==> config.mk <==
export PLATFORM = sky130hd
export DESIGN_NAME = shp3_queue
export DESIGN_NICKNAME = d
export VERILOG_FILES = /design/src/rtl/shp3_pkg.sv /design/src/rtl/shp3_queue.sv
export SDC_FILE = /design/constraint.sdc
export NUM_CORES = 1
export LEC_CHECK = 0
export ABC_CLOCK_PERIOD_IN_PS = 3880
export BUFFER_PORTS_ARGS = -buffer_cell sky130_fd_sc_hd__buf_4
export CAP_MARGIN = 10
export CORE_UTILIZATION = 61
export DETAILED_ROUTE_END_ITERATION = 16
export PLACE_DENSITY = 0.87
export SYNTH_ARGS = -nofsm -noshare
export SYNTH_HDL_FRONTEND = slang
export SYNTH_SLANG_ARGS = --single-unit
==> constraint.sdc <==
create_clock -name clk_i -period 3.88 [get_ports clk_i]
set_input_delay 0.194 -clock clk_i [delete_from_list [all_inputs] [get_ports clk_i]]
set_output_delay 0.194 -clock clk_i [all_outputs]
set_load 0.02 [all_outputs]
==> src/rtl/shp3_pkg.sv <==
// shared constants, types and the sharpening kernel for the 3x3 sharpen filter
package shp3_pkg;

  localparam int MAX_WIDTH   = 1024;
  localparam int PIX_W       = 8;
  localparam int WIDTH_CFG_W = 11;
  localparam int HEIGHT_W    = 16;
  localparam int CFG_DATA_W  = 16;
  localparam int CFG_IDX_W   = 1;
  localparam int COL_W       = $clog2(MAX_WIDTH);
  localparam int EW          = $clog2(MAX_WIDTH + 1);
  localparam int PW          = $clog2(MAX_WIDTH + 2);
  localparam int ACC_W       = PIX_W + 5;
  localparam int RESET_WIDTH = (MAX_WIDTH < 1024) ? MAX_WIDTH : 1024;
  localparam int RESET_HEIGHT = 1024;
  localparam int QDEPTH      = 4;
  localparam int QPTR_W      = $clog2(QDEPTH);
  localparam int QCNT_W      = $clog2(QDEPTH + 1);

  typedef enum logic [CFG_IDX_W-1:0] {
    REG_IMAGE_WIDTH  = 1'b0,
    REG_IMAGE_HEIGHT = 1'b1
  } cfg_reg_e;

  typedef enum logic {
    OP_PIXEL = 1'b0,
    OP_DRAIN = 1'b1
  } op_e;

  typedef struct packed {
    logic             is_pixel;
    logic             emit;
    logic [PIX_W-1:0] pixel;
    logic [COL_W-1:0] col;
    logic             bank;
    logic             interior;
    logic             last;
  } cmd_t;

  typedef logic [8:0][PIX_W-1:0] win_t;

  function automatic logic [PIX_W-1:0] sharpen(win_t w);
    logic signed [ACC_W-1:0] acc;
    logic [PIX_W-1:0]        res;
    acc = $signed({2'b00, w[4], 3'b000}) + $signed({5'b00000, w[4]});
    for (int i = 0; i < 9; i++) begin
      if (i != 4) begin
        acc = acc - $signed({5'b00000, w[i]});
      end
    end
    if (acc < 0) begin
      res = '0;
    end else if (acc > $signed(ACC_W'(255))) begin
      res = '1;
    end else begin
      res = acc[PIX_W-1:0];
    end
    return res;
  endfunction

endpackage

==> src/rtl/shp3_queue.sv <==
// command queue between front and back end
module shp3_queue (
  input  logic           clk_i,
  input  logic           rst_ni,
  input  logic           push_valid_i,
  output logic           push_ready_o,
  input  shp3_pkg::cmd_t push_cmd_i,
  output logic           pop_valid_o,
  input  logic           pop_i,
  output shp3_pkg::cmd_t pop_cmd_o
);
  import shp3_pkg::*;

  cmd_t              entry_q [QDEPTH];
  logic [QPTR_W-1:0] wr_ptr_q, wr_ptr_d, rd_ptr_q, rd_ptr_d;
  logic [QCNT_W-1:0] count_q, count_d;
  logic              push, pop;

  assign push_ready_o = count_q != QCNT_W'(QDEPTH);
  assign pop_valid_o  = count_q != '0;
  assign push         = push_valid_i && push_ready_o;
  assign pop          = pop_i && pop_valid_o;
  assign pop_cmd_o    = entry_q[rd_ptr_q];

  always_comb begin
    wr_ptr_d = wr_ptr_q;
    rd_ptr_d = rd_ptr_q;
    count_d  = count_q;
    if (push) begin
      wr_ptr_d = (wr_ptr_q == QPTR_W'(QDEPTH - 1)) ? '0 : wr_ptr_q + QPTR_W'(1);
    end
    if (pop) begin
      rd_ptr_d = (rd_ptr_q == QPTR_W'(QDEPTH - 1)) ? '0 : rd_ptr_q + QPTR_W'(1);
    end
    if (push && !pop) begin
      count_d = count_q + QCNT_W'(1);
    end else if (pop && !push) begin
      count_d = count_q - QCNT_W'(1);
    end
  end

  always_ff @(posedge clk_i) begin
    if (push) begin
      entry_q[wr_ptr_q] <= push_cmd_i;
    end
  end

  always_ff @(posedge clk_i or negedge rst_ni) begin
    if (!rst_ni) begin
      wr_ptr_q <= '0;
      rd_ptr_q <= '0;
      count_q  <= '0;
    end else begin
      wr_ptr_q <= wr_ptr_d;
      rd_ptr_q <= rd_ptr_d;
      count_q  <= count_d;
    end
  end

  a_count_bound: assert property (@(posedge clk_i) disable iff (!rst_ni)
    count_q <= QCNT_W'(QDEPTH))
    else $error("queue count above depth");

endmodule

==> summary.md <==
| Metric | Value |
|---|---|
| Status | completed |
| Max-slew headroom | 28.14% |
| Post-synth EDFFs | 92 |
| Place WS | roughly 1.6 ns |
| DP HPWL | between 3000 and 4000 µm |
| H-tree levels | 3 |
| Post-Syn Area | 3759 µm² |
| Layout cells sized above 1 | roughly 46% |
| Main combinational cell family by area after synthesis | multiplexers |
| R2R depth | 8 |
| Avg Cell Area, Syn | 23.94 µm² |
| Biggest area consumer among synthesized cells | edfxtp_1 |
| Crit. End Element | flop |
| Clk_skew | between 0.01 and 0.015 ns |
| Startpoint types | flop |
| Remaining DRCs | 0 |
| CP max FO | 4 |
| Leakage power | between 0.0015 and 0.002 µW |
| Num ports | 52 |
| Count leader, synth | edfxtp_1 |
| Synth Area in XOR/XNOR | 0.6991% |
| Post-route minimum period | between 2 and 2.5 ns |
| Synth-to-Final Area Change | 17.84% |
| Setup violators final | 0 |
| Clock Sinks | approximately 100 |
| Syn Nets | 191 |
| Synth Flop Type | edfxtp_1 |
| Synth warn | 0 |
| Portion of netlist area occupied by mux cells | ~15% |
| Total gr overflow | 0 |
| First-pass GRT wire length | around 9000 µm |
| CTS Root Buffer Type | clkbuf_8 |
| Vias/cell | about 5.7 |
| Port bufs | between 50 and 60 |
| DRT Wirelength | 5954 µm |
| Synth cell count leaders | edfxtp_1, mux4_2, dfrtp_1 |
| Total Routing Usage GR | approximately a fifth |
| Crit. Startpoint | count_q[1] |
| CP arrival | roughly 2.6 ns |
| Die Ht | 80.50 µm |
| Seq/Total Area, Yosys | 78.16% |
| Final Hold Viols | 0 |
| Yosys reg bits | between 90 and 100 |
| # Post-CTS Setup Buffers | 0 |
| Hold_ws | around 0.04 ns |
| N_diodes | 0 |
| DRT Pass-1 Iters | 4 |
| Final layout net count | about 250 |
| Die Width | about 80 µm |
| Post-synthesis simple-gate area fraction | under 10% |
| Maximum VDD drop | 0.4868 mV |
| Vias in the first global route | 1,813 |
| Number of cell rows | 28 |
| Ratio of final minimum period to clock period | about three fifths |
| Gpl congestion | 0.6495 |
| Synth area leaders | edfxtp_1, mux4_2, dfrtp_1, ha_1, mux2_2 |
| Clk buf depth | 2 |
| Worst-Skew Late Latency | ~0.35 ns |
| Worst setup path category | reg2reg |
| Max Slew Vio Count | 0 |
| Hold Path Class | in2reg |
| CTS Hold Bufs | 1 |
| Largest net degree at the start of global routing | 27 |
| Die area | 6479 µm² |
| Wirelength per Cell | 20.25 µm |
| FMAX | between 400 and 500 MHz |
| Core area | between 5000 and 6000 µm² |
| Synth top area share | between 70% and 80% |
| Initial antenna violation count | 0 |
| WP data required | 4.15 ns |
| Synth async-reset ratio | under 10% |
| Complex-gate fraction of the synthesized area | 0% |
| Synth unique cells | 19 |
| RSZ-0062 raised after global routing | no |
| Reg-to-reg startpoint | count_q[1] |
| Synth Area in Adders | 2.530% |
| Initial Utilization | between 60% and 70% |
| Worst reg2reg path endpoint | count_q[2] |
| Measured slew at the worst slew-check pin | between 1 and 1.5 ns |
| Max cap viols | 0 |
| Clk slew on worst S/H paths | about 0.09 ns |
| Power per cell area | 773.4 nW/µm² |
| Clock buffer count from CTS | 9 |
| Vias | roughly 1,700 |
| TNS Setup | 0 ns |
| Critical Path Sink | count_q[2] |
| # resized after CTS | 0 |
| Post-route ant nets | 0 |
| Syn Inst Count | between 150 and 200 |
| R2R setup slack | between 1.5 and 2 ns |
| CTS tree | done |
| Final WS setup | 1.595 ns |
| Detailed Route Iter0 Violations | between 80 and 90 |
==> where the power goes <==
| group | switching [µW] | internal [µW] | total [µW] |
|---|---|---|---|
| Sequential | 198 | 1420 | 1620 |
| Combinational | 534 | 583 | 1120 |
| Clock | 331 | 361 | 692 |
| Total | 1060 | 2360 | 3430 |
==> cells in the final DEF, fill, tap and decap left out, drive strengths merged <==
cell type and n:
edfxtp 92, buf 51, mux4 23, clkbuf 9, dfrtp 7, ha 6
mux2 5, and3 4, clkinv 4, inv 3, nor2 3, xor2 2
bufinv 2, or3b 1, and2 1, or3 1, nand2 1, xnor2 1
fa 1, clkinvlp 1, dlygate4sd3 1
==> worst max-delay path, stage by stage, from the launching register on <==
cell	delay [ns]
dfrtp_1	0.44
or3_2	0.51
nand2_1	0.14
ha_1	0.21
inv_1	0.09
fa_1	0.38
xor2_1	0.17
nor2_1	0.13
xor2_1	0.15
==> metal layers <==
layer	track usage (%)	up-vias	routed length (µm)
met5	0	-	0
met4	8.036	0	71
met3	6.136	8	321
met2	34.32	55	3214
met1	23.92	848	2347
li1	-	758	-
==> cell families after synthesis <==
| logic type | after synthesis |
|---|---|
| flip-flops | 99 |
| buffers and inverters | 9 |
| AND/OR/NAND/NOR | 11 |
| adder cells (fa/ha/maj) | 7 |
| multiplexers | 28 |
| XOR/XNOR | 3 |
==> worst min path at each step <==
stage                                 to      startpoint  slack, ns  depth (start not counted)
after floorplan               count_q[0]          rst_ni      -0.10                          0
after global placement        count_q[0]          rst_ni      0.008                          1
final                      entry_q[3][2]   push_cmd_i[2]       0.04                          1
after detailed placement     wr_ptr_q[1]          rst_ni       0.02                          1
after CTS                  entry_q[3][2]   push_cmd_i[2]       0.02                          1
after global routing      entry_q[3][12]  push_cmd_i[12]       0.02                          1
==> final cells by class <==
type | instances | area, µm²
flip-flops and latches | 99 | 2939
fillers | 333 | 1491
multi-input cells | 49 | 775.7
repair buffers | 52 | 392.9
clock buffers | 9 | 123.9
well taps | 75 | 93.84
clock inverters | 7 | 92.59
inverters | 3 | 11.26
==> state kept, by name, summed over array words and instances, names as in the netlist <==
register	cells
count_q	3
entry_q	92
rd_ptr_q	2
wr_ptr_q	2
==> per-stage QoR <==
| step | total power, µW | instance area [µm²] | util [%] | cells |
|---|---|---|---|---|
| 2_1_floorplan | 2352 | 3759 | - | 157 |
| 3_3_place_gp | 2715 | 4203 | 70.98 | 277 |
| 3_5_place_dp | 2774 | 4203 | 70.98 | 277 |
| 4_1_cts | 3466 | 4429 | 74.81 | 294 |
| 5_1_grt | 3590 | 4429 | 74.81 | 294 |
| 6_report | 3426 | 4429 | 74.81 | 294 |
Power figures use the tool's default switching activity.
