--- src/rtl/shp3_pkg.sv ---
// shared constants, types and the sharpening kernel for the 3x3 sharpen filter
package shp3_pkg;

  localparam int MAX_WIDTH   = 1024;
  localparam int PIX_W       = 8;
  localparam int WIDTH_CFG_W = 11;
  localparam int HEIGHT_W    = 16;
  localparam int CFG_DATA_W  = 16;
  localparam int CFG_IDX_W   = 1;
  localparam int COL_W       = $clog2(MAX_WIDTH);
  localparam int EW          = $clog2(MAX_WIDTH + 1);
  localparam int PW          = $clog2(MAX_WIDTH + 2);
  localparam int ACC_W       = PIX_W + 5;
  localparam int RESET_WIDTH = (MAX_WIDTH < 1024) ? MAX_WIDTH : 1024;
  localparam int RESET_HEIGHT = 1024;
  localparam int QDEPTH      = 4;
  localparam int QPTR_W      = $clog2(QDEPTH);
  localparam int QCNT_W      = $clog2(QDEPTH + 1);

  typedef enum logic [CFG_IDX_W-1:0] {
    REG_IMAGE_WIDTH  = 1'b0,
    REG_IMAGE_HEIGHT = 1'b1
  } cfg_reg_e;

  typedef enum logic {
    OP_PIXEL = 1'b0,
    OP_DRAIN = 1'b1
  } op_e;

  typedef struct packed {
    logic             is_pixel;
    logic             emit;
    logic [PIX_W-1:0] pixel;
    logic [COL_W-1:0] col;
    logic             bank;
    logic             interior;
    logic             last;
  } cmd_t;

  typedef logic [8:0][PIX_W-1:0] win_t;

  function automatic logic [PIX_W-1:0] sharpen(win_t w);
    logic signed [ACC_W-1:0] acc;
    logic [PIX_W-1:0]        res;
    acc = $signed({2'b00, w[4], 3'b000}) + $signed({5'b00000, w[4]});
    for (int i = 0; i < 9; i++) begin
      if (i != 4) begin
        acc = acc - $signed({5'b00000, w[i]});
      end
    end
    if (acc < 0) begin
      res = '0;
    end else if (acc > $signed(ACC_W'(255))) begin
      res = '1;
    end else begin
      res = acc[PIX_W-1:0];
    end
    return res;
  endfunction

endpackage

--- src/rtl/shp3_front.sv ---
// front end: frame registers, position tracking and command classification
module shp3_front (
  input  logic                            clk_i,
  input  logic                            rst_ni,
  input  logic                            cfg_valid_i,
  input  logic [shp3_pkg::CFG_IDX_W-1:0]  cfg_index_i,
  input  logic [shp3_pkg::CFG_DATA_W-1:0] cfg_data_i,
  input  logic                            in_valid_i,
  output logic                            in_ready_o,
  input  logic                            operation_i,
  input  logic [shp3_pkg::PIX_W-1:0]      pixel_i,
  output logic                            push_valid_o,
  input  logic                            push_ready_i,
  output shp3_pkg::cmd_t                  push_cmd_o
);
  import shp3_pkg::*;

  logic [EW-1:0]          w_q, w_d;
  logic [HEIGHT_W-1:0]    h_q, h_d;
  logic [COL_W-1:0]       in_col_q, in_col_d, out_col_q, out_col_d;
  logic [HEIGHT_W-1:0]    in_row_q, in_row_d, out_row_q, out_row_d;
  logic [PW-1:0]          pending_q, pending_d;
  logic [WIDTH_CFG_W-1:0] wv;
  logic [EW-1:0]          in_col_inc, out_col_inc;
  logic [PW-1:0]          pend_inc;
  logic                   accept, frame_in, is_drain, do_flush, do_pixel, emit_pix, do_emit;
  logic                   out_last, interior;

  assign wv         = cfg_data_i[WIDTH_CFG_W-1:0];
  assign in_ready_o = push_ready_i;
  assign accept     = in_valid_i && in_ready_o;

  always_comb begin
    frame_in    = in_row_q >= h_q;
    is_drain    = op_e'(operation_i) == OP_DRAIN;
    do_flush    = frame_in && (pending_q != '0);
    do_pixel    = !frame_in && !is_drain;
    pend_inc    = pending_q + PW'(1);
    emit_pix    = do_pixel && (pend_inc > PW'(w_q));
    do_emit     = do_flush || emit_pix;
    in_col_inc  = EW'(in_col_q) + EW'(1);
    out_col_inc = EW'(out_col_q) + EW'(1);
    out_last    = ((HEIGHT_W+1)'(out_row_q) + (HEIGHT_W+1)'(1) == (HEIGHT_W+1)'(h_q)) &&
                  (out_col_inc == w_q);
    interior    = (out_row_q != '0) &&
                  ((HEIGHT_W+1)'(out_row_q) + (HEIGHT_W+1)'(2) <= (HEIGHT_W+1)'(h_q)) &&
                  (out_col_q != '0) &&
                  ((EW+1)'(out_col_q) + (EW+1)'(2) <= (EW+1)'(w_q));

    push_cmd_o.is_pixel = do_pixel;
    push_cmd_o.emit     = do_emit;
    push_cmd_o.pixel    = pixel_i;
    push_cmd_o.col      = do_pixel ? in_col_q : out_col_q;
    push_cmd_o.bank     = do_pixel ? in_row_q[0] : out_row_q[0];
    push_cmd_o.interior = interior;
    push_cmd_o.last     = out_last;
    push_valid_o        = accept && (do_pixel || do_flush);
  end

  always_comb begin
    w_d       = w_q;
    h_d       = h_q;
    in_col_d  = in_col_q;
    in_row_d  = in_row_q;
    out_col_d = out_col_q;
    out_row_d = out_row_q;
    pending_d = pending_q;
    if (cfg_valid_i) begin
      unique case (cfg_reg_e'(cfg_index_i))
        REG_IMAGE_WIDTH: begin
          if (wv == '0) begin
            w_d = EW'(1);
          end else if (32'(wv) > 32'(MAX_WIDTH)) begin
            w_d = EW'(MAX_WIDTH);
          end else begin
            w_d = EW'(wv);
          end
        end
        REG_IMAGE_HEIGHT: begin
          h_d = (cfg_data_i[HEIGHT_W-1:0] == '0) ? HEIGHT_W'(1) : cfg_data_i[HEIGHT_W-1:0];
        end
        default: begin
          w_d = w_q;
        end
      endcase
      in_col_d  = '0;
      in_row_d  = '0;
      out_col_d = '0;
      out_row_d = '0;
      pending_d = '0;
    end else if (accept) begin
      if (do_pixel) begin
        if (in_col_inc >= w_q) begin
          in_col_d = '0;
          in_row_d = in_row_q + HEIGHT_W'(1);
        end else begin
          in_col_d = COL_W'(in_col_inc);
        end
        if (!do_emit) begin
          pending_d = pend_inc;
        end
      end else if (do_flush) begin
        pending_d = pending_q - PW'(1);
      end
      if (do_emit) begin
        if (out_last) begin
          in_col_d  = '0;
          in_row_d  = '0;
          out_col_d = '0;
          out_row_d = '0;
          pending_d = '0;
        end else if (out_col_inc >= w_q) begin
          out_col_d = '0;
          out_row_d = out_row_q + HEIGHT_W'(1);
        end else begin
          out_col_d = COL_W'(out_col_inc);
        end
      end
    end
  end

  always_ff @(posedge clk_i or negedge rst_ni) begin
    if (!rst_ni) begin
      w_q       <= EW'(RESET_WIDTH);
      h_q       <= HEIGHT_W'(RESET_HEIGHT);
      in_col_q  <= '0;
      in_row_q  <= '0;
      out_col_q <= '0;
      out_row_q <= '0;
      pending_q <= '0;
    end else begin
      w_q       <= w_d;
      h_q       <= h_d;
      in_col_q  <= in_col_d;
      in_row_q  <= in_row_d;
      out_col_q <= out_col_d;
      out_row_q <= out_row_d;
      pending_q <= pending_d;
    end
  end

  a_pending_bound: assert property (@(posedge clk_i) disable iff (!rst_ni)
    pending_q <= PW'(w_q))
    else $error("pending count above frame width");

  a_in_col_bound: assert property (@(posedge clk_i) disable iff (!rst_ni)
    EW'(in_col_q) < w_q)
    else $error("input column outside frame");

  a_out_col_bound: assert property (@(posedge clk_i) disable iff (!rst_ni)
    EW'(out_col_q) < w_q)
    else $error("output column outside frame");

endmodule

--- config.mk ---
export PLATFORM = sky130hd
export DESIGN_NAME = shp3_front
export DESIGN_NICKNAME = d
export VERILOG_FILES = /design/src/rtl/shp3_pkg.sv /design/src/rtl/shp3_front.sv
export SDC_FILE = /design/constraint.sdc
export NUM_CORES = 1
export LEC_CHECK = 0
export ABC_CLOCK_PERIOD_IN_PS = 8300
export BUFFER_PORTS_ARGS = -buffer_cell sky130_fd_sc_hd__buf_2
export CAP_MARGIN = 20
export CORE_MARGIN = 5
export CORE_UTILIZATION = 67
export CTS_CLUSTER_SIZE = 12
export DETAILED_ROUTE_END_ITERATION = 8
export PLACE_DENSITY_LB_ADDON = 0.2
export SYNTH_ARGS = -nofsm -noshare
export SYNTH_HDL_FRONTEND = slang
export SYNTH_SLANG_ARGS = --single-unit
export TNS_END_PERCENT = 20
--- constraint.sdc ---
create_clock -name clk_i -period 8.3 [get_ports clk_i]
set_clock_uncertainty 0.1 [all_clocks]
set_input_delay 0.415 -clock clk_i [delete_from_list [all_inputs] [get_ports clk_i]]
set_output_delay 0.415 -clock clk_i [all_outputs]
set_load 0.05 [all_outputs]
==> impl_metrics.py <==
metrics = {
    "logic_synthesis": {
        "netlist_top_cells_area": "dfrtp_1 28%, ha_1 14%, nand2_1 4.8%, o21ai_0 4.3%, xnor2_1 3.9%",
        "ys_warn_count": 0,
        "ys.flop_type": "dfrtp_1",
        "ys_ff_latch": 90,
        "synth_top_area_share": 0.280,
        "async_flop_share": 1.00,
        "synthCells": 939,
        "synth-edff-count": 0,
        "ys_seq_area_frac": 0.287,
        "synth_nets": 1056,
        "avgSynthCellArea_sq_um": 8.38,
        "yosys.area.top_type": "dfrtp_1",
        "syn-cell-area_sq_mm": 0.00787,
        "ys_types": 77,
    },
    "floorplan": {
        "io_pins": 56,
        "rows": 39,
        "die_area_sq_mm": 0.0140,
        "die_w_microns": 118,
        "chipHeight_microns": 118,
        "core_area_sq_mm": 0.0115,
        "start_util": 0.686,
    },
    "clock_tree": {
        "cts_buffers": 9,
        "path_clk_slew_ns": 0.07,
        "post_cts_buffers": 0,
        "clk_latency_ns": 0.36,
        "htree_levels": 3,
        "cts_tree": "yes",
        "clockBufferDepth": 2,
        "clockRootBuffer": "clkbuf_16",
        "clkSinkCount": 90,
    },
    "layout": {
        "layout.nets": 1046,
        "final_util": 0.724,
        "postLayoutCellArea_sq_mm": 0.00830,
        "drive_gt1_frac": 0.103,
        "multi_input_area_sq_mm": 0.00510,
        "most-common-layout-cells": "100 x nand2_1, 88 x dfrtp_1, 86 x ha_1, 67 x o21ai_0, 53 x inv_1",
        "layout_commonest_cell": "nand2_1",
        "regArea_sq_mm": 0.00225,
        "final.fill_count": 871,
        "antennaDiodeCount": 0,
        "area_delta_synth_final_pct": 5.49,
    },
    "sta": {
        "finalMaxSlewViolations": 0,
        "final-hold-violation-count": 0,
        "setup_viol": 0,
        "maxSlewHeadroom": 0.342,
        "whs_ns": 0.203,
        "min_period_ns": 4.55,
        "period_share": 0.548,
        "grt_setup_unrepaired": "no",
        "worst_pin_slew_ns": 0.985,
        "fin_setup_tns_ns": 0,
        "max_freq_ghz": 0.220,
    },
    "place": {
        "routabilityCongestion": 1.02,
        "dpl_cell_area_sq_mm": 0.00796,
        "hpwlAfterDp_mm": 16.6,
        "portBuffers": 39,
    },
    "routing": {
        "drt_iter0_markers": 861,
        "wire_per_inst_microns": 20.7,
        "wl_met3_mm": 1.74,
        "dr.pass1.iters": 6,
        "via_count": 7447,
        "dr.max_layer_used": "met4",
        "route.met2.wl_mm": 10.6,
        "drc_errors": 0,
        "viasPerCell": 6.91,
        "drt_wl_total_mm": 22.3,
        "ant_nets": 0,
        "met1_length_mm": 8.86,
    },
    "global_route": {
        "grt_max_degree": 59,
        "grt_util_all_layers": 0.315,
        "overflow": 0,
        "antenna_found_initial": 0,
        "grt_pass1_wl_mm": 36.2,
        "grt_pass1_vias": 7343,
    },
    "worst_setup_path": {
        "worstPathMaxFanout": 16,
        "start_kind": "flop",
        "arrival_ns": 4.71,
        "cp_cell_sequence": "ha_1 -> and3_1 -> and3_1 -> nand3_1 -> xnor2_1 -> ha_1 -> a21oi_1 -> o21a_1 -> and2_1 -> a211oi_1 -> a311oi_4 -> or3b_1 -> or2_4 -> o31ai_1",
        "critPathRequiredTime_ns": 8.46,
        "cpMaxStageDelayCell": "or3b_1",
        "critical_path.endpoint_type": "flop",
        "slowest_delay_ns": 0.69,
        "critical_path_class": "flop to flop",
    },
    "run": {
        "cap_violations": 0,
    },
    "worst_hold_path": {
        "hp-class": "input pin to flop",
    },
    "power_and_ir_drop": {
        "peakVddDrop_v": 0.000133,
        "finalPower_mw": 1.21,
        "cellPowerDensity_mw_per_mm2": 146,
        "p_leak_nw": 3.90,
    },
    "run_status": {
        "status": "finished, final reports clean",
    },
}
==> worst paths after layout <==
path / start / to / slack (ns) / cells after the start
max: pending_q[1]$_DFFE_PN0P_ / out_row_q[12]$_DFFE_PN0P_ / 3.75 / 14
min reg2reg: w_q[8]$_DFFE_PN0P_ / w_q[8]$_DFFE_PN0P_ / 0.39 / 2
max in group asynchronous: rst_ni / in_col_q[7]$_DFFE_PN0P_ / 6.54 / 3
max reg2reg: pending_q[1]$_DFFE_PN0P_ / out_row_q[12]$_DFFE_PN0P_ / 3.75 / 14
min in group asynchronous: rst_ni / out_row_q[14]$_DFFE_PN0P_ / 0.43 / 2
min: cfg_data_i[12] / h_q[12]$_DFFE_PN0P_ / 0.20 / 2
==> cells in the mapped netlist, types with 5 or more instances <==
| cell type | number |
|---|---|
| a22oi_1 | 9 |
| o31ai_1 | 11 |
| and4_1 | 6 |
| dfrtp_1 | 88 |
| nor3_1 | 19 |
| a21oi_1 | 39 |
| nand3_1 | 37 |
| or3_1 | 11 |
| and2_1 | 7 |
| nor2b_1 | 12 |
| nand2_1 | 100 |
| buf_4 | 13 |
| nand2b_1 | 15 |
| o41ai_1 | 9 |
| inv_1 | 53 |
| o21ai_0 | 67 |
| clkbuf_1 | 36 |
| or4_1 | 5 |
| buf_1 | 5 |
| a21o_1 | 12 |
| xor2_1 | 29 |
| o211ai_1 | 5 |
| nand4_1 | 22 |
| nor2_1 | 52 |
| mux2_2 | 16 |
| buf_2 | 10 |
| a31oi_1 | 9 |
| xnor2_1 | 35 |
| and3_1 | 17 |
| nor4_1 | 9 |
| a22o_1 | 10 |
| ha_1 | 86 |
| a211oi_1 | 5 |
==> critical path: cells and delay by family (launching register included) <==
kind,cells,cell delay [ns]
and+or+nand+nor,6,1.80
AOI/OAI and AO/OA,5,1.35
adders and majority gates,2,0.57
DFF,1,0.44
xor gates and xnor gates,1,0.18
==> report_power, final <==
part / total [mW] / switching [mW] / leakage (nW) / internal, mW
registers: 0.488 / 0.0265 / 1.21 / 0.461
logic: 0.264 / 0.167 / 2.54 / 0.0966
clock network: 0.461 / 0.195 / 0.156 / 0.266
total: 1.21 / 0.389 / 3.90 / 0.824
==> flip-flops by register name (all words and copies together), names as in the netlist <==
signal     flops
in_row_q      16
h_q           16
w_q           11
in_col_q      10
out_row_q     16
pending_q     11
out_col_q     10
==> per-stage QoR <==
stage               cells  setup slack [ns]
floorplan             939              4.19
global placement     1059              4.08
detailed placement   1059              3.82
CTS                  1076              3.79
global route         1077              3.47
finish               1077              3.75
==> what timing repair did <==
item                      4_1_cts  5_1_grt
resized for setup               0        0
hold buffers                    1        0
hold endpoints to repair       32        0
==> per-layer routing <==
metal | track usage | vias up
met5 | 0 | -
met4 | 0.185 | 0
met3 | 0.0544 | 93
met2 | 0.510 | 356
met1 | 0.397 | 3602
li1 | - | 3396
==> kinds of logic after synthesis <==
family / after synthesis / share of synthesized area
mux: 16 / 0.0229
buf+inv: 119 / 0.0654
simple gates: 333 / 0.216
flops: 90 / 0.287
xor+xnor: 64 / 0.0712
fa+ha+maj: 86 / 0.137
compound gates: 231 / 0.202
==> cell type report <==
cell class / count / area share
clock buffer: 9 / 0.0271
clock inverter: 7 / 0.0119
inverter: 54 / 0.0250
multi-input combinational: 730 / 0.614
sequential: 90 / 0.272
tap: 143 / 0.0216
timing repair buffer: 44 / 0.0283
(Power assumes the default switching activity.)
